**src/design/ifsf_pkg.sv**
```systemverilog
// Package for the information frame stuffing framer: constants, types, helpers.
// No dependencies.
`timescale 1ns / 1ps

package ifsf_pkg;

  localparam logic [7:0] FLAG_BYTE  = 8'h7E;
  localparam logic [7:0] ESC_BYTE   = 8'h7D;
  localparam logic [7:0] ESC_XOR    = 8'h20;
  localparam logic [7:0] ADDR_RESET = 8'h03;
  localparam int         MAX_OUT    = 9;
  localparam int         CNT_W      = $clog2(MAX_OUT + 1);

  typedef enum logic [2:0] {
    ST_IDLE,
    ST_FLAG_OPEN,
    ST_ADDR,
    ST_CTRL,
    ST_HCHK,
    ST_DATA,
    ST_CHK,
    ST_FLAG_CLOSE
  } state_t;

  typedef struct packed {
    logic [7:0] raw;
    logic       stuffable;
    logic       esc_pend;
  } stuff_req_t;

  typedef struct packed {
    logic [7:0] line_byte;
    logic       done;
  } stuff_rsp_t;

  typedef struct packed {
    logic       valid;
    logic [7:0] line_byte;
    logic       frame_end;
    logic       run_last;
  } emit_t;

  function automatic logic needs_esc(input logic [7:0] b);
    return (b == FLAG_BYTE) || (b == ESC_BYTE);
  endfunction

endpackage

```
**src/design/ifsf_stuff.sv**
```systemverilog
// Shared byte-stuffing unit: escape compare and XOR for one line byte per cycle.
// Depends on ifsf_pkg.
`timescale 1ns / 1ps

module ifsf_stuff (
  input  ifsf_pkg::stuff_req_t req,
  output ifsf_pkg::stuff_rsp_t rsp
);
  import ifsf_pkg::*;

  logic esc;

  assign esc = req.stuffable && needs_esc(req.raw);

  always_comb begin
    if (req.esc_pend) begin
      rsp.line_byte = req.raw ^ ESC_XOR;
      rsp.done      = 1'b1;
    end else if (esc) begin
      rsp.line_byte = ESC_BYTE;
      rsp.done      = 1'b0;
    end else begin
      rsp.line_byte = req.raw;
      rsp.done      = 1'b1;
    end
  end

endmodule

```
**src/design/ifsf_seq.sv**
```systemverilog
// Framing sequencer: walks header, payload, check and closing flag, one byte a cycle unless stalled.
// Depends on ifsf_pkg and ifsf_stuff.
`timescale 1ns / 1ps

module ifsf_seq (
  input  logic           clk,
  input  logic           rst,
  input  logic           start,
  input  logic [7:0]     payload_byte,
  input  logic           end_of_frame,
  input  logic [7:0]     address_byte,
  input  logic           can_emit,
  output logic           idle,
  output ifsf_pkg::emit_t emit
);
  import ifsf_pkg::*;

  state_t           state, state_next;
  logic             esc_pend, esc_pend_next;
  logic [CNT_W-1:0] cnt, cnt_next;
  logic [7:0]       data, chk;
  logic             last;
  logic             seq_bit, in_frame;
  stuff_req_t       req;
  stuff_rsp_t       rsp;
  logic             fire, step_done;
  logic [CNT_W:0]   n_out;
  logic             skip_chk;

  ifsf_stuff u_stuff (
    .req (req),
    .rsp (rsp)
  );

  assign idle      = (state == ST_IDLE);
  assign fire      = !idle && can_emit;
  assign step_done = fire && rsp.done;
  assign n_out     = {1'b0, cnt} + (CNT_W+1)'(1);
  assign skip_chk  = needs_esc(chk) ? (n_out + (CNT_W+1)'(3) > (CNT_W+1)'(MAX_OUT))
                                    : (n_out + (CNT_W+1)'(2) > (CNT_W+1)'(MAX_OUT));

  always_comb begin
    req.esc_pend  = esc_pend;
    req.stuffable = 1'b1;
    case (state)
      ST_ADDR:  req.raw = address_byte;
      ST_CTRL:  req.raw = {7'd0, seq_bit};
      ST_HCHK:  req.raw = address_byte ^ {7'd0, seq_bit};
      ST_DATA:  req.raw = data;
      ST_CHK:   req.raw = chk;
      default: begin
        req.raw       = FLAG_BYTE;
        req.stuffable = 1'b0;
      end
    endcase
  end

  always_comb begin
    state_next     = state;
    esc_pend_next  = esc_pend;
    cnt_next       = cnt;
    emit.valid     = fire;
    emit.line_byte = rsp.line_byte;
    emit.frame_end = (state == ST_FLAG_CLOSE);
    emit.run_last  = 1'b0;
    if (idle) begin
      if (start) begin
        state_next = in_frame ? ST_DATA : ST_FLAG_OPEN;
        cnt_next   = '0;
      end
    end else if (fire) begin
      cnt_next      = cnt + CNT_W'(1);
      esc_pend_next = !rsp.done;
      if (rsp.done) begin
        case (state)
          ST_FLAG_OPEN: state_next = ST_ADDR;
          ST_ADDR:      state_next = ST_CTRL;
          ST_CTRL:      state_next = ST_HCHK;
          ST_HCHK:      state_next = ST_DATA;
          ST_DATA: begin
            if (!last) begin
              state_next    = ST_IDLE;
              emit.run_last = 1'b1;
            end else begin
              state_next = skip_chk ? ST_FLAG_CLOSE : ST_CHK;
            end
          end
          ST_CHK:       state_next = ST_FLAG_CLOSE;
          ST_FLAG_CLOSE: begin
            state_next    = ST_IDLE;
            emit.run_last = 1'b1;
          end
          default:      state_next = ST_IDLE;
        endcase
      end
    end
  end

  always_ff @(posedge clk) begin
    if (rst) begin
      state    <= ST_IDLE;
      esc_pend <= 1'b0;
      cnt      <= '0;
      seq_bit  <= 1'b0;
      in_frame <= 1'b0;
      chk      <= 8'd0;
    end else begin
      state    <= state_next;
      esc_pend <= esc_pend_next;
      cnt      <= cnt_next;
      if (idle && start) begin
        in_frame <= 1'b1;
        chk      <= (in_frame ? chk : 8'd0) ^ payload_byte;
      end
      if (step_done && state == ST_FLAG_CLOSE) begin
        in_frame <= 1'b0;
        seq_bit  <= ~seq_bit;
      end
    end
  end

  always_ff @(posedge clk) begin
    if (idle && start) begin
      data <= payload_byte;
      last <= end_of_frame;
    end
  end

endmodule

```
**src/design/info_frame_stuffing_framer_top.sv**
```systemverilog
// Top level of the information frame stuffing framer: ports, address register, output word.
// Depends on ifsf_pkg and ifsf_seq.
//
//  channel  | direction | tdata             | side band
//  s_axis   | in        | [7:0] payload     | tlast = end_of_frame
//  m_axis   | out       | [7:0] line byte   | tlast = run_last, tuser = frame_end
//  cfg      | in        | [7:0] address     | none
//
// A word is taken while idle, then its line bytes leave through the shared stuffing unit, at most
// nine per word; the sequencer takes no new word until the last line byte of the word is emitted.
// s_tready is high only while the sequencer is idle; m_tready low with a word held stalls the sequencer.
// cfg_ready is high only while the sequencer is idle and no payload word is offered.
// rst is synchronous; it restores address 0x03, sequence bit 0 and no open frame.
`timescale 1ns / 1ps

module info_frame_stuffing_framer_top (
  input  logic       clk,
  input  logic       rst,
  input  logic       s_tvalid,
  output logic       s_tready,
  input  logic [7:0] s_tdata,   // [7:0] payload_byte
  input  logic       s_tlast,
  output logic       m_tvalid,
  input  logic       m_tready,
  output logic [7:0] m_tdata,   // [7:0] line_byte
  output logic       m_tlast,
  output logic       m_tuser,   // [0] frame_end
  input  logic       cfg_valid,
  output logic       cfg_ready,
  input  logic [7:0] cfg_data   // [7:0] address_byte
);
  import ifsf_pkg::*;

  logic [7:0] address_byte;
  logic       idle;
  emit_t      emit;
  logic       can_emit;

  assign cfg_ready = idle && !s_tvalid;
  assign s_tready  = idle;
  assign can_emit  = !m_tvalid || m_tready;

  ifsf_seq u_seq (
    .clk          (clk),
    .rst          (rst),
    .start        (s_tvalid),
    .payload_byte (s_tdata),
    .end_of_frame (s_tlast),
    .address_byte (address_byte),
    .can_emit     (can_emit),
    .idle         (idle),
    .emit         (emit)
  );

  always_ff @(posedge clk) begin
    if (rst) begin
      address_byte <= ADDR_RESET;
      m_tvalid     <= 1'b0;
    end else begin
      if (cfg_valid && cfg_ready) begin
        address_byte <= cfg_data;
      end
      if (emit.valid) begin
        m_tvalid <= 1'b1;
      end else if (m_tready) begin
        m_tvalid <= 1'b0;
      end
    end
  end

  always_ff @(posedge clk) begin
    if (emit.valid) begin
      m_tdata <= emit.line_byte;
      m_tlast <= emit.run_last;
      m_tuser <= emit.frame_end;
    end
  end

endmodule

```
**config.mk**
```make
export PLATFORM = sky130hd
export DESIGN_NAME = info_frame_stuffing_framer_top
export DESIGN_NICKNAME = d
export VERILOG_FILES = /design/src/design/ifsf_pkg.sv /design/src/design/ifsf_stuff.sv /design/src/design/ifsf_seq.sv /design/src/design/info_frame_stuffing_framer_top.sv
export SDC_FILE = /design/constraint.sdc
export NUM_CORES = 1
export LEC_CHECK = 0
export ABC_AREA = 1
export BUFFER_PORTS_ARGS = -buffer_cell sky130_fd_sc_hd__buf_2
export CAP_MARGIN = 40
export CORE_ASPECT_RATIO = 1.5
export CORE_MARGIN = 1.5
export CORE_UTILIZATION = 25
export CTS_CLUSTER_SIZE = 40
export DETAILED_ROUTE_END_ITERATION = 10
export PLACE_DENSITY = 0.42
export SETUP_SLACK_MARGIN = 0.5
export SYNTH_ARGS = -nofsm -noshare
export SYNTH_HDL_FRONTEND = slang
export SYNTH_SLANG_ARGS = --single-unit
```
**constraint.sdc**
```tcl
create_clock -name clk -period 2.19 [get_ports clk]
set_clock_uncertainty 0.2 [all_clocks]
set_input_delay 0.1095 -clock clk [delete_from_list [all_inputs] [get_ports clk]]
set_output_delay 0.1095 -clock clk [all_outputs]
set_load 0.02 [all_outputs]
```
# Word-level counts from Yosys, hierarchy flattened
# Index checks and enable logic that the tools add are counted.
[totals]
out_inout_bits = 13
register_bits = 46
word_cells = 82
inputBits = 22
[classes]
n_lt_le_gt_ge = 2
mux = 21
n_reduce_logical = 24
bitwise = 6
add_sub_neg = 4
eq_ne = 12
[ops]
columns = ["cell", "count"]
rows = [
  ["$pmux 8 s5", 1],
  ["$eq 8x7->1 const B", 4],
  ["$mux 3", 6],
  ["$mux 9", 2],
  ["$pmux 3 s6", 1],
  ["$eq 3x3->1 const B", 4],
  ["$mux 4", 3],
  ["$add 5x2->5 const B", 2],
  ["$gt 5x4->1 const B", 2],
  ["$mux 8", 1],
  ["$xor 8x1->8", 1],
  ["$xor 8x8->8", 1],
  ["$logic_and 1x1->1", 7],
  ["$eq 3x2->1 const B", 2],
  ["$mux 1", 6],
  ["$reduce_bool 2->1", 3],
  ["$add 4x1->5 const B", 1],
  ["$reduce_or 5->1", 1],
  ["$add 4x1->4 const B", 1],
  ["$logic_not 1->1", 4],
  ["$not 1->1", 4],
  ["$reduce_and 2->1", 2],
  ["$reduce_or 2->1", 2],
  ["$eq 3x1->1 const B", 1],
  ["other kinds (5)", 7],
]

# Longest topological paths before layout
# Gate-level depths: netlist (run 1).
[depth]
word_depth = 10
depth_mapped = 15
depth_no_buf = 15

# By module
# Synthesis (run 1) repeated with hierarchy kept, for this count alone.
[unflattened]
hier_cells = 304
area_unflattened_um2 = 2371.0
[modules_own_cells]
columns = ["module", "cells_per_inst", "seq_area_each_um2", "n_inst", "area_each_um2"]
rows = [
  ["ifsf_seq", 212, 630.6, 1, 1579.0],
  ["info_frame_stuffing_framer_top", 65, 480.5, 1, 673.1],
  ["ifsf_stuff", 27, 0.0, 1, 118.9],
]

# Least setup slack after synthesis (run 1)
# Ideal clock, no wire load.
[synth_path]
path_type = "register to register"
start = "reg u_seq.state[1]"
end = "reg address_byte[2]"
n_path_buf = 0
setup_time_ps = 70
path_stages_with_launch = 10
setup_slack_ps = -83
arrival_ps = 2002
period_less_slack_ps = 2273
t_required_ps = 1920
cell_sequence = "dfxtp_1 -> inv_2 -> nand2_1 -> nor2_1 -> inv_1 -> nor2_1 -> nand2_1 -> inv_2 -> nand2_1 -> a21oi_1"
[synth_via]
elab_chain_cells = 3
[synth_rtl]
columns = ["item", "line", "text"]
rows = [
  ["from (decl)", "ifsf_seq.sv:18", "state_t state, state_next;"],
  ["from (signal assigned)", "ifsf_seq.sv:108", "state <= state_next;"],
  ["$logic_not 3->1", "ifsf_seq.sv:35", "assign idle = (state == ST_IDLE);"],
  ["net s_tready", "info_frame_stuffing_framer_top.sv:20", "output logic s_tready,"],
  ["$logic_and 1x1->1", "info_frame_stuffing_framer_top.sv:39", "assign cfg_ready = idle && !s_tvalid;"],
  ["net cfg_ready", "info_frame_stuffing_framer_top.sv:29", "output logic cfg_ready,"],
  ["$logic_and 1x1->1", "info_frame_stuffing_framer_top.sv:60", "if (cfg_valid && cfg_ready) begin"],
  ["to (signal assigned)", "info_frame_stuffing_framer_top.sv:61", "address_byte <= cfg_data;"],
  ["to (decl)", "info_frame_stuffing_framer_top.sv:34", "logic [7:0] address_byte;"],
]
# The timed path passes the listed nets, and every way through them passes these cells.
# A chain may end at the register's enable or synchronous reset.

# Final worst setup path (run 1)
[layout_path]
start = "reg u_seq.state[1]"
end = "reg m_tlast (data pin)"
[layout_via]
elab_chain_cells = 9
word_cells_on_any_way = 19
classes_between = "eq/ne (8); mux (5); bitwise (1); reduce/logical (5)"
[layout_rtl]
columns = ["item", "line", "text"]
rows = [
  ["$eq 3x3->1, or another cell as far along", "ifsf_seq.sv:45", "case (state)"],
  ["$pmux 8 s5", "ifsf_seq.sv:45", ""],
  ["$eq 8x7->1", "ifsf_pkg.sv:44", "return (b == FLAG_BYTE) || (b == ESC_BYTE);"],
  ["$logic_or 1x1->1", "ifsf_pkg.sv:44", ""],
  ["$logic_and 1x1->1", "ifsf_stuff.sv:13", "assign esc = req.stuffable && needs_esc(req.raw);"],
  ["$mux 9", "ifsf_stuff.sv:19", "end else if (esc) begin"],
  ["$mux 9", "ifsf_stuff.sv:16", "if (req.esc_pend) begin"],
  ["$not 1->1 (no line)", "--", ""],
  ["$reduce_or 2->1 (no line)", "--", ""],
  ["to (signal assigned)", "info_frame_stuffing_framer_top.sv:74", "m_tlast <= emit.run_last;"],
  ["to (decl)", "info_frame_stuffing_framer_top.sv:26", "output logic m_tlast,"],
]
# Several ways; a longest one is shown, not always the timed one.

==> results.txt, run 1 <==
worst slack, placed = 55.3 ps
grt total ovfl = 0
Hold Path Depth = 4
global-route wire length before repair = 11600 um
Yosys top cell area share = 0.242
core area = 9200 um^2
Post-Synthesis Cells = 296
Setup violations, final = 0
commonest non-fill, non-tap cells in the layout = nand2_1, buf_2, buf_4
synth unique cells = 29
worst setup path class = reg2reg
largest area contributor in the netlist = edfxtp_1
highest clock rate = 506 MHz
Die Wd = 82.3 um
Clk Latency, worst-skew pair = 290 ps
vias in the first global route = 2297
yosys warns = 0
commonest non-fill, non-tap cell in the layout = nand2_1
DRT iter0 DRCs = 106
crit path DAT = 1830 ps
wire length per cell = 14.5 um
layout overhead on the synthesized area = 69.1%
TritonCTS Buffers = 5
area occupied by multi-input gates = 1450 um^2
initial antenna violation count = 0
GRT Overall Usage = 0.155
post-route setup TNS = 0 ps
final antenna-violating net count = 0
critical path's slowest cell = dfxtp_4
Layout Nets = 426
Post-synth top flop = dfxtp_1
I/O pins = 35
power per cell area = 1410 nW/um^2
Worst EP required = 2040 ps
final WL = 7430 um
Seq cells post-synth = 46
num rows = 43
Area contributors post-synth = edfxtp_1, dfxtp_1, nand2_1
FF-to-FF End = m_tlast$_SDFFCE_PP0P_
Setup crit start kind = register
number of flops mapped to enable cells by yosys = 19
crit end category = register
RSZ-0062 raised after global routing = yes
clock buffer depth = 2
# fillers = 905
post-route minimum period = 1980 ps
crit-path cells = buf_4, nand3_4, nor2_1, nor2_2, nand3_2, nand2_1, nor2_2, nand3_4, buf_4, nand2_2, inv_1
via count = 2314
vias per cell = 4.52
post-route DRC violation count = 0
worst hold endpoint = m_tvalid$_SDFFE_PP0P_
internal reg-to-reg setup slack = 210 ps
clock sinks = 46
Root Driver = clkbuf_16
Layout Utilization = 0.433
CTS tree = done
Reg clk slew, reported paths = 60 ps
DP Wirelength = 4650 um
Post-Synthesis Net Count = 323
Max stage delay on crit path = 410 ps
Worst R2R Start = u_seq.state[1]$_SDFFE_PP0P_
Lkg Pwr = 1.66 nW
post-synthesis cell area = 2360 um^2
maxcap violations = 0
die area = 10000 um^2
final worst slack = 212 ps
Tcrit/Tclk final = 0.903
fin. max-slew vios = 0
Storage cell area = 1130 um^2
layout cells sized above 1 = 0.473
chip height = 122 um
Hold Crit Start = m_tready
htree depth = 2
Reg2Reg Depth = 11
post-synthesis sequential area ratio = 0.471
input/output buffers = 34
final hold vios = 0
n_diodes = 0
largest net degree at the start of global routing = 17
Slew @ Worst Pin = 567 ps
Fin Hold WS = 17.9 ps
Slew headroom = 0.621
status = completed
Starting Density = 0.256
RD Place Congestion = 0.812
First-pass DRT Iterations = 4
worst hold path class = in2reg
CP Max Fanout = 7
Syn Area/Cell = 7.97 um^2
Peak VDD IR = 0.000607 V
Post-synth ARST share = 0
-- area by class of cell --
class / count / share of cell area
clock buffer: 6 / 0.0323
clock inverter: 2 / 0.00941
inverter: 37 / 0.0427
multi-input combinational: 207 / 0.364
sequential: 46 / 0.284
tap: 112 / 0.0351
timing repair buffer: 101 / 0.231
timing repair inverter: 1 / 0.00220
-- how the worst max path moves through the flow --
stage / startpoint / endpoint / slack, ps / depth (start not counted)
after global routing: u_seq.cnt[0]$_SDFFE_PP0P_ / u_seq.state[0]$_SDFFE_PP0P_ / 60 / 15
after floorplan: u_seq.cnt[1]$_SDFFE_PP0P_ / u_seq.state[0]$_SDFFE_PP0P_ / 340 / 14
after detailed placement: u_seq.state[0]$_SDFFE_PP0P_ / u_seq.state[1]$_SDFFE_PP0P_ / 60 / 15
after CTS: u_seq.cnt[0]$_SDFFE_PP0P_ / u_seq.state[0]$_SDFFE_PP0P_ / 240 / 14
after global placement: u_seq.state[0]$_SDFFE_PP0P_ / u_seq.state[1]$_SDFFE_PP0P_ / 70 / 15
final: u_seq.state[1]$_SDFFE_PP0P_ / m_tlast$_SDFFCE_PP0P_ / 210 / 11
-- through the flow --
stage          instance area [um^2]  power, mW  cells
2_1_floorplan                  2450       2.70    296
3_3_place_gp                   2780       3.24    444
3_5_place_dp                   2780       3.23    444
4_1_cts                        3630       5.11    497
5_1_grt                        3990       5.99    512
6_report                       3990       5.62    512
-- cells in the mapped netlist, drive strengths merged (2+ instances only) --
library cell / instances
edfxtp: 19
nand3: 22
inv: 36
ha: 5
a22oi: 5
nand2: 83
dfxtp: 27
xor2: 2
buf: 6
a21oi: 27
nor2: 33
nand4: 15
o21ai: 9
-- registers in the layout, indices dropped and copies added (netlist names), 3 cells and up --
signal / cells
address_byte: 8
m_tdata: 8
u_seq.chk: 8
u_seq.cnt: 4
u_seq.data: 8
u_seq.state: 3
-- logic make-up (layout without fill, tap and decap cells) --
| logic type | count (synthesis) | after routing | synth area share |
|---|---|---|---|
| compound gates | 44 | 44 | 0.103 |
| xor+xnor | 3 | 3 | 0.0111 |
| fa+ha+maj | 5 | 5 | 0.0265 |
| buf+inv | 44 | 147 | 0.0812 |
| flops | 46 | 46 | 0.471 |
| simple gates | 154 | 155 | 0.307 |
-- power by group --
group | switching, mW | internal [mW] | leakage [nW]
Clock | 0.322 | 0.539 | 0.0771
Sequential | 0.215 | 1.24 | 0.405
Combinational | 1.73 | 1.58 | 1.18
-- timing repair --
| action | 4_1_cts | 5_1_grt |
|---|---|---|
| gates resized for setup | 52 | 69 |
| setup endpoints to repair | 37 | 50 |
| buffers inserted | 23 | 13 |
| pin swaps | 22 | 31 |
| hold buffers | 18 | 0 |
| cloned | 4 | 2 |
| endpoints found under the hold margin | 29 | 0 |
-- worst max-delay path, delay by kind of cell, from the launching register on --
family	cells	cell delay (ps)
buffers and inverters	3	390
flip-flops	1	410
AND/OR/NAND/NOR	8	730
-- per-layer routing --
metal,vias to the layer above,wire length [um],GRT usage
li1,1198,-,-
met1,1082,2810,0.165
met2,30,4390,0.300
met3,4,157,0.0202
met4,0,78,0.0487
met5,-,0,0
Power figures use the tool's default switching activity.
==> inputs of run 2 (changes only) <==
--- a/config.mk
+++ b/config.mk
@@ -17,4 +17,5 @@
 export SETUP_SLACK_MARGIN = 0.5
 export SYNTH_ARGS = -nofsm -noshare
 export SYNTH_HDL_FRONTEND = slang
+export SYNTH_HIERARCHICAL = 1
 export SYNTH_SLANG_ARGS = --single-unit
==> run 2 against run 1 <==
Net effect: via count increased by 0.82%; largest cell class unchanged; register-to-register slack got worse by 130 ps; largest power group unchanged; critical path type unchanged; fmax decreased by 6.3%; worst setup slack got worse by 130 ps.
==> results.txt, run 2 <==
synth unique cells = 28 (-3.4%)
chip height = 122 um (+0.26%)
Worst EP required = 2170 ps (+130 ps)
wire length per cell = 13.6 um (-6.0%)
Commonest cells post-synth = nand2_1, nor2_1, inv_1, dfxtp_1, edfxtp_1
status = completed
Clk Latency, worst-skew pair = 290 ps (about the same)
crit path DAT = 2090 ps (+260 ps)
Reg clk slew, reported paths = 60 ps (about the same)
count leader, synth = nand2_1
commonest non-fill, non-tap cell in the layout = nand2_1
core area = 9250 um^2 (+0.58%)
grt total ovfl = 0 (unchanged)
simple-gate share of the synthesized area = 0.325 (+0.0174)
initial antenna violation count = 0 (unchanged)
DP Wirelength = 4650 um (about the same)
Slew @ Worst Pin = 468 ps (-99.1 ps)
Cell Count Post-Placement = 442 (-0.45%)
CP Depth = 12 (+1)
global-route wire length before repair = 10600 um (-8.3%)
layout overhead on the synthesized area = 58.2%
Post-synth ARST share = 0 (unchanged)
Post-Synthesis Cells = 304 (+2.7%)
Worst setup endpoint = u_seq/seq_bit$_SDFFE_PP0P_
Die Wd = 82.5 um (+0.26%)
DP Area = 2760 um^2 (-0.76%)
internal reg-to-reg setup slack = 80 ps (-130 ps)
final antenna-violating net count = 0 (unchanged)
TritonCTS Buffers = 5 (unchanged)
Setup violations, final = 0 (unchanged)
Seq cells post-synth = 46 (unchanged)
Tcrit/Tclk final = 0.963 (+0.0604)
layout cells sized above 1 = 0.389 (-0.0831)
worst slack, placed = 50.3 ps (-4.91 ps)
RSZ-0062 raised after global routing = yes
Setup crit start kind = register
yosys warns = 6 (+6)
crit end category = register
clock buffer depth = 2 (unchanged)
Yosys top cell area share = 0.241 (-0.00128)
DRT iter0 DRCs = 98 (-7.5%)
post-synthesis mux area share = 0 (unchanged)
Synth Area in XOR/XNOR = 0.0111 (-0.0000588)
FF-to-FF End = u_seq/seq_bit$_SDFFE_PP0P_
GRT Overall Usage = 0.142 (-0.0127)
Slew headroom = 0.688 (+0.0661)
input/output buffers = 34 (unchanged)
num rows = 43 (unchanged)
post-route minimum period = 2110 ps (+132 ps)
Root Driver = clkbuf_16
post-route DRC violation count = 0 (unchanged)
Post-synth top flop = dfxtp_1
fin. max-slew vios = 0 (unchanged)
Reg2Reg Depth = 12 (+1)
largest area contributor in the netlist = edfxtp_1
CTS tree = done
Max stage delay on crit path = 390 ps (-20 ps)
CP Max Fanout = 7 (unchanged)
power per cell area = 1350 nW/um^2 (-4.2%)
die area = 10100 um^2 (+0.51%)
CP startpoint = u_seq/state[1]$_SDFFE_PP0P_
Starting Density = 0.256 (about the same)
post-synthesis sequential area ratio = 0.469 (-0.00249)
critical path's slowest cell = dfxtp_4
clock sinks = 46 (unchanged)
via count = 2333 (+0.82%)
final WL = 6960 um (-6.4%)
highest clock rate = 474 MHz (-6.3%)
Layout Utilization = 0.405 (-0.0282)
crit-path cells = inv_8, nor2_4, a21oi_4, nand4_1, nand2_1, nor2_2, nand3_2, inv_2, nor2_4, nand2_2, xor2_1, nor2_1
post-route setup TNS = 0 ps (unchanged)
commonest non-fill, non-tap cells in the layout = nand2_1, buf_2, inv_1
Design Area, Final = 3750 um^2 (-6.0%)
First-pass DRT Iterations = 4 (unchanged)
n_diodes = 0 (unchanged)
Syn Area/Cell = 7.80 um^2 (-2.1%)
I/O pins = 35 (unchanged)
Buf/Inv on CP = 2 (-1)
Area contributors post-synth = edfxtp_1, dfxtp_1, nand2_1
Post-Synthesis Net Count = 331 (+2.5%)
htree depth = 2 (unchanged)
Top delay family on crit path = simple AND/OR/NAND/NOR gates
maxcap violations = 0 (unchanged)
RD Place Congestion = 0.814 (+0.20%)
worst hold path class = reg2reg
Lkg Pwr = 1.58 nW (-4.6%)
Peak VDD IR = 0.000624 V (+2.9%)
worst setup path class = reg2reg
final worst slack = 80.0 ps (-132 ps)
most used cell, CP = nor2_4
combinational family with the most area after synthesis = simple AND/OR/NAND/NOR gates
post-synthesis cell area = 2370 um^2 (+0.53%)
Adder-Cell Fraction of Synth Area = 0.0264 (-0.000140)
non-filler cells, final = 510 (-0.39%)
Worst R2R Start = u_seq/state[1]$_SDFFE_PP0P_
Compound-Gate Fraction of Synth Area = 0.0786 (-0.0243)
vias in the first global route = 2185 (-4.9%)
largest net degree at the start of global routing = 15 (-2)
final hold vios = 0 (unchanged)
vias per cell = 4.57 (+1.2%)
Layout Nets = 424 (-0.47%)
number of flops mapped to enable cells by yosys = 19 (unchanged)
-- run 2: cell families (layout without fill, tap and decap cells) --
logic type,count (synthesis),after routing
buffers and inverters,51,145
AND/OR/NAND/NOR,169,169
adder cells (fa/ha/maj),5,5
flip-flops,46,46
XOR/XNOR,3,3
AO/OA/AOI/OAI,30,30
-- run 2: how the worst min path moves through the flow --
stage / slack [ps] / start / endpoint / cells after the start
CTS: -50 / rst / u_seq/seq_bit$_SDFFE_PP0P_ / 2
global placement: 100 / s_tlast / u_seq/last$_DFFE_PP_ / 1
global route: 320 / u_seq/cnt[0]$_SDFFE_PP0P_ / u_seq/cnt[0]$_SDFFE_PP0P_ / 1
finish: 290 / u_seq/cnt[0]$_SDFFE_PP0P_ / u_seq/cnt[0]$_SDFFE_PP0P_ / 1
floorplan: -20 / rst / m_tvalid$_SDFFE_PP0P_ / 1
detailed placement: 100 / s_tlast / u_seq/last$_DFFE_PP_ / 1
-- run 2: final cells by class --
cell class	instances	area [um^2]
clock buffers	6	129
fillers	918	5500
inverters	38	170
well taps	112	140
clock inverters	2	13.8
flip-flops and latches	46	1130
repair buffers	99	878
multi-input cells	207	1290
-- run 2: per-stage QoR --
step	hold WS (ps)	power, mW
2_1_floorplan	-21.4	2.69
3_3_place_gp	98.1	3.14
3_5_place_dp	102	3.14
4_1_cts	-46.5	4.63
5_1_grt	320	5.39
6_report	295	5.07
-- run 2: per-layer routing --
layer / routed length, um / part of all wire / track usage
met3: 241 / 0.035 / 0.0253
met2: 3810 / 0.55 / 0.262
met5: 0 / 0 / 0
met4: 204 / 0.029 / 0.0667
met1: 2700 / 0.39 / 0.152
-- run 2: what timing repair did --
item,CTS,global route
hold buffers,20,2
hold endpoints to repair,34,3
setup buffers,30,6
pin swaps,20,31
cloned,2,0
endpoints found under the setup margin,18,49
resized for setup,30,47
-- run 2: worst register-to-register path, stage by stage (launching register included) --
cell and delay [ps]:
dfxtp_4 390, inv_8 90, nor2_4 50, a21oi_4 230, nand4_1 200, nand2_1 180, nor2_2 50, nand3_2 90
inv_2 50, nor2_4 190, nand2_2 90, xor2_1 130, nor2_1 50
-- run 2: power by group --
group | internal, mW | switching (mW) | total [mW]
combinational | 1.37 | 1.50 | 2.87
sequential | 1.24 | 0.217 | 1.46
clock | 0.423 | 0.315 | 0.738
==> inputs of run 3 (changes only) <==
--- a/config.mk
+++ b/config.mk
@@ -14,7 +14,6 @@
 export CTS_CLUSTER_SIZE = 40
 export DETAILED_ROUTE_END_ITERATION = 10
 export PLACE_DENSITY = 0.42
-export SETUP_SLACK_MARGIN = 0.5
 export SYNTH_ARGS = -nofsm -noshare
 export SYNTH_HDL_FRONTEND = slang
 export SYNTH_HIERARCHICAL = 1
==> run 3 against run 2 <==
Net effect: fmax grew 0.68%; count of clock-buffer cells in the layout grew 1; cell area shrank 9.7%; register-to-register slack is essentially flat; sequential power shrank 3%; cell count shrank 1.4%; largest cell class unchanged.
==> results.txt, run 3 (synthesis gave the netlist of run 2 again) <==
worst hold endpoint = address_byte[6]$_SDFFE_PP0P_
fin. max-slew vios = 0 (unchanged)
RD Place Congestion = 0.845 (+3.8%)
vias in the first global route = 2102 (-3.8%)
Clk Latency, worst-skew pair = 290 ps (about the same)
CTS tree = done
Layout Nets = 417 (-1.7%)
Setup crit start kind = register
Lkg Pwr = 1.49 nW (-5.6%)
worst slack, placed = -25.8 ps (-76.1 ps)
layout cells sized above 1 = 0.304 (-0.0851)
Reg2Reg Depth = 13 (+1)
commonest non-fill, non-tap cells in the layout = nand2_1, nor2_1, buf_4
Gate power share = 0.490 (-0.076)
internal reg-to-reg setup slack = 90 ps (about the same)
area occupied by multi-input gates = 1160 um^2 (-10%)
post-route DRC violation count = 0 (unchanged)
FF-to-FF End = m_tlast$_DFFE_PP_
num rows = 43 (unchanged)
Die Wd = 82.5 um (unchanged)
Starting Density = 0.256 (unchanged)
n_diodes = 0 (unchanged)
Clk pwr share = 0.178 (+0.032)
Setup violations, final = 0 (unchanged)
final worst slack = 94.2 ps (+14.2 ps)
final antenna-violating net count = 0 (unchanged)
maxcap violations = 0 (unchanged)
global-route wire length before repair = 9780 um (-8.0%)
wire length per cell = 12.3 um (-9.9%)
status = completed
worst setup path class = reg2reg
Worst EP required = 2020 ps (-150 ps)
I/O pins = 35 (unchanged)
final hold vios = 0 (unchanged)
# fillers = 987 (+7.5%)
First-pass DRT Iterations = 4 (unchanged)
cell-internal power = 2.58 mW (-15%)
Hold Path Depth = 4 (+3)
Slew headroom = 0.723 (+0.0353)
layout overhead on the synthesized area = 42.7%
Reg clk slew, reported paths = 60 ps (about the same)
Storage cell area = 1120 um^2 (-0.33%)
worst hold path class = in2reg
TritonCTS Buffers = 5 (unchanged)
highest clock rate = 477 MHz (+0.68%)
Worst R2R Start = u_seq/state[0]$_SDFFE_PP0P_
grt total ovfl = 0 (unchanged)
Peak VDD IR = 0.000613 V (-1.8%)
Fin Hold WS = 148 ps (-147 ps)
largest net degree at the start of global routing = 16 (+1)
switch share = 0.397 (-0.00334)
clock sinks = 46 (unchanged)
commonest non-fill, non-tap cell in the layout = nand2_1
Tcrit/Tclk final = 0.957 (-0.00650)
initial antenna violation count = 0 (unchanged)
CP Max Fanout = 6 (-1)
DRT iter0 DRCs = 111 (+13%)
die area = 10100 um^2 (unchanged)
sw power = 1.70 mW (-16%)
Hold Crit Start = cfg_valid
core area = 9250 um^2 (unchanged)
final WL = 6180 um (-11%)
crit end category = register
clock buffer depth = 2 (unchanged)
via count = 2251 (-3.5%)
htree depth = 2 (unchanged)
input/output buffers = 34 (unchanged)
crit path DAT = 1920 ps (-170 ps)
GRT Overall Usage = 0.127 (-0.0156)
vias per cell = 4.48 (-2.2%)
Slew @ Worst Pin = 415 ps (-52.9 ps)
chip height = 122 um (unchanged)
post-route minimum period = 2100 ps (-14.2 ps)
Root Driver = clkbuf_16
power per cell area = 1260 nW/um^2 (-6.5%)
DP Wirelength = 4620 um (-0.51%)
share of power burned in registers = 0.332 (+0.044)
-- run 3: cell count changes in the layout (fill, tap and decap cells not counted), moves of 3 or more --
cell | before | now
nand2_2 | 10 | 7
nor2_2 | 8 | 0
inv_6 | 3 | 0
buf_12 | 3 | 0
nor2_1 | 25 | 35
a22oi_2 | 8 | 0
inv_1 | 27 | 30
a22oi_1 | 1 | 9
buf_6 | 20 | 1
nand2_1 | 73 | 78
buf_4 | 19 | 35
-- run 3: layout make-up --
class | count | share of cell area
repair buffers | 92 | 0.196
well taps | 112 | 0.0414
clock inverters | 1 | 0.00148
inverters | 38 | 0.0444
clock buffers | 7 | 0.0421
flip-flops and latches | 46 | 0.332
multi-input cells | 207 | 0.342
-- run 3: power groups by stage --
| stage | combinational (mW) | clock (mW) | sequential, mW |
|---|---|---|---|
| finish | 2.09 | 0.762 | 1.42 |
| global route | 2.35 | 0.821 | 1.46 |
| CTS | 1.91 | 0.782 | 1.39 |
| detailed placement | 1.85 | 0 | 1.41 |
| global placement | 1.85 | 0 | 1.40 |
| floorplan | 1.07 | 0 | 1.49 |
-- run 3: how the worst max path moves through the flow --
stage	startpoint	to	slack, ps	depth (start not counted)
4_1_cts	u_seq/state[0]$_SDFFE_PP0P_	u_seq/state[2]$_SDFFE_PP0P_	3	14
3_3_place_gp	u_seq/state[2]$_SDFFE_PP0P_	u_seq/state[2]$_SDFFE_PP0P_	-20	14
2_1_floorplan	u_seq/state[0]$_SDFFE_PP0P_	u_seq/state[2]$_SDFFE_PP0P_	20	12
3_5_place_dp	u_seq/state[1]$_SDFFE_PP0P_	u_seq/state[2]$_SDFFE_PP0P_	-30	14
6_report	u_seq/state[0]$_SDFFE_PP0P_	m_tlast$_DFFE_PP_	90	13
5_1_grt	u_seq/state[0]$_SDFFE_PP0P_	u_seq/state[1]$_SDFFE_PP0P_	-30	14
-- run 3: through the flow --
stage	total power, mW	util	setup TNS (ps)	cells	area (um^2)
final	4.28	0.366	0	503	3380
after global routing	4.63	0.366	-104	503	3380
after CTS	4.08	0.348	0	498	3220
after detailed placement	3.26	0.307	-32.6	468	2840
after global placement	3.25	0.307	-39.0	468	2840
after floorplan	2.57	-	0	304	2370
-- run 3: repair_timing --
| action | in CTS | in global routing |
|---|---|---|
| buffers inserted | 0 | 5 |
| endpoints found under the hold margin | 34 | 0 |
| pin swaps | 1 | 8 |
| endpoints found under the setup margin | 3 | 6 |
| cloned | 0 | 0 |
| hold buffers | 22 | 0 |
| resized for setup | 3 | 39 |
-- run 3: per-layer routing --
metal	track usage	wire [um]	part of all wire	vias up
met3	0.0208	166	0.027	8
met4	0.0552	134	0.022	0
met2	0.221	3250	0.53	36
met5	0	0	0	-
met1	0.149	2630	0.42	1042
li1	-	-	-	1165
-- run 3: critical path, stage by stage (launching register included) --
cell and delay, ps:
dfxtp_4 370, inv_4 90, nand3_2 100, nand2_2 110, buf_6 120, nand2_1 50, nand4_1 140, nand2_2 80
nor3_2 210, nand3_2 100, inv_2 80, nor2_4 60, inv_2 70, nor2_1 60
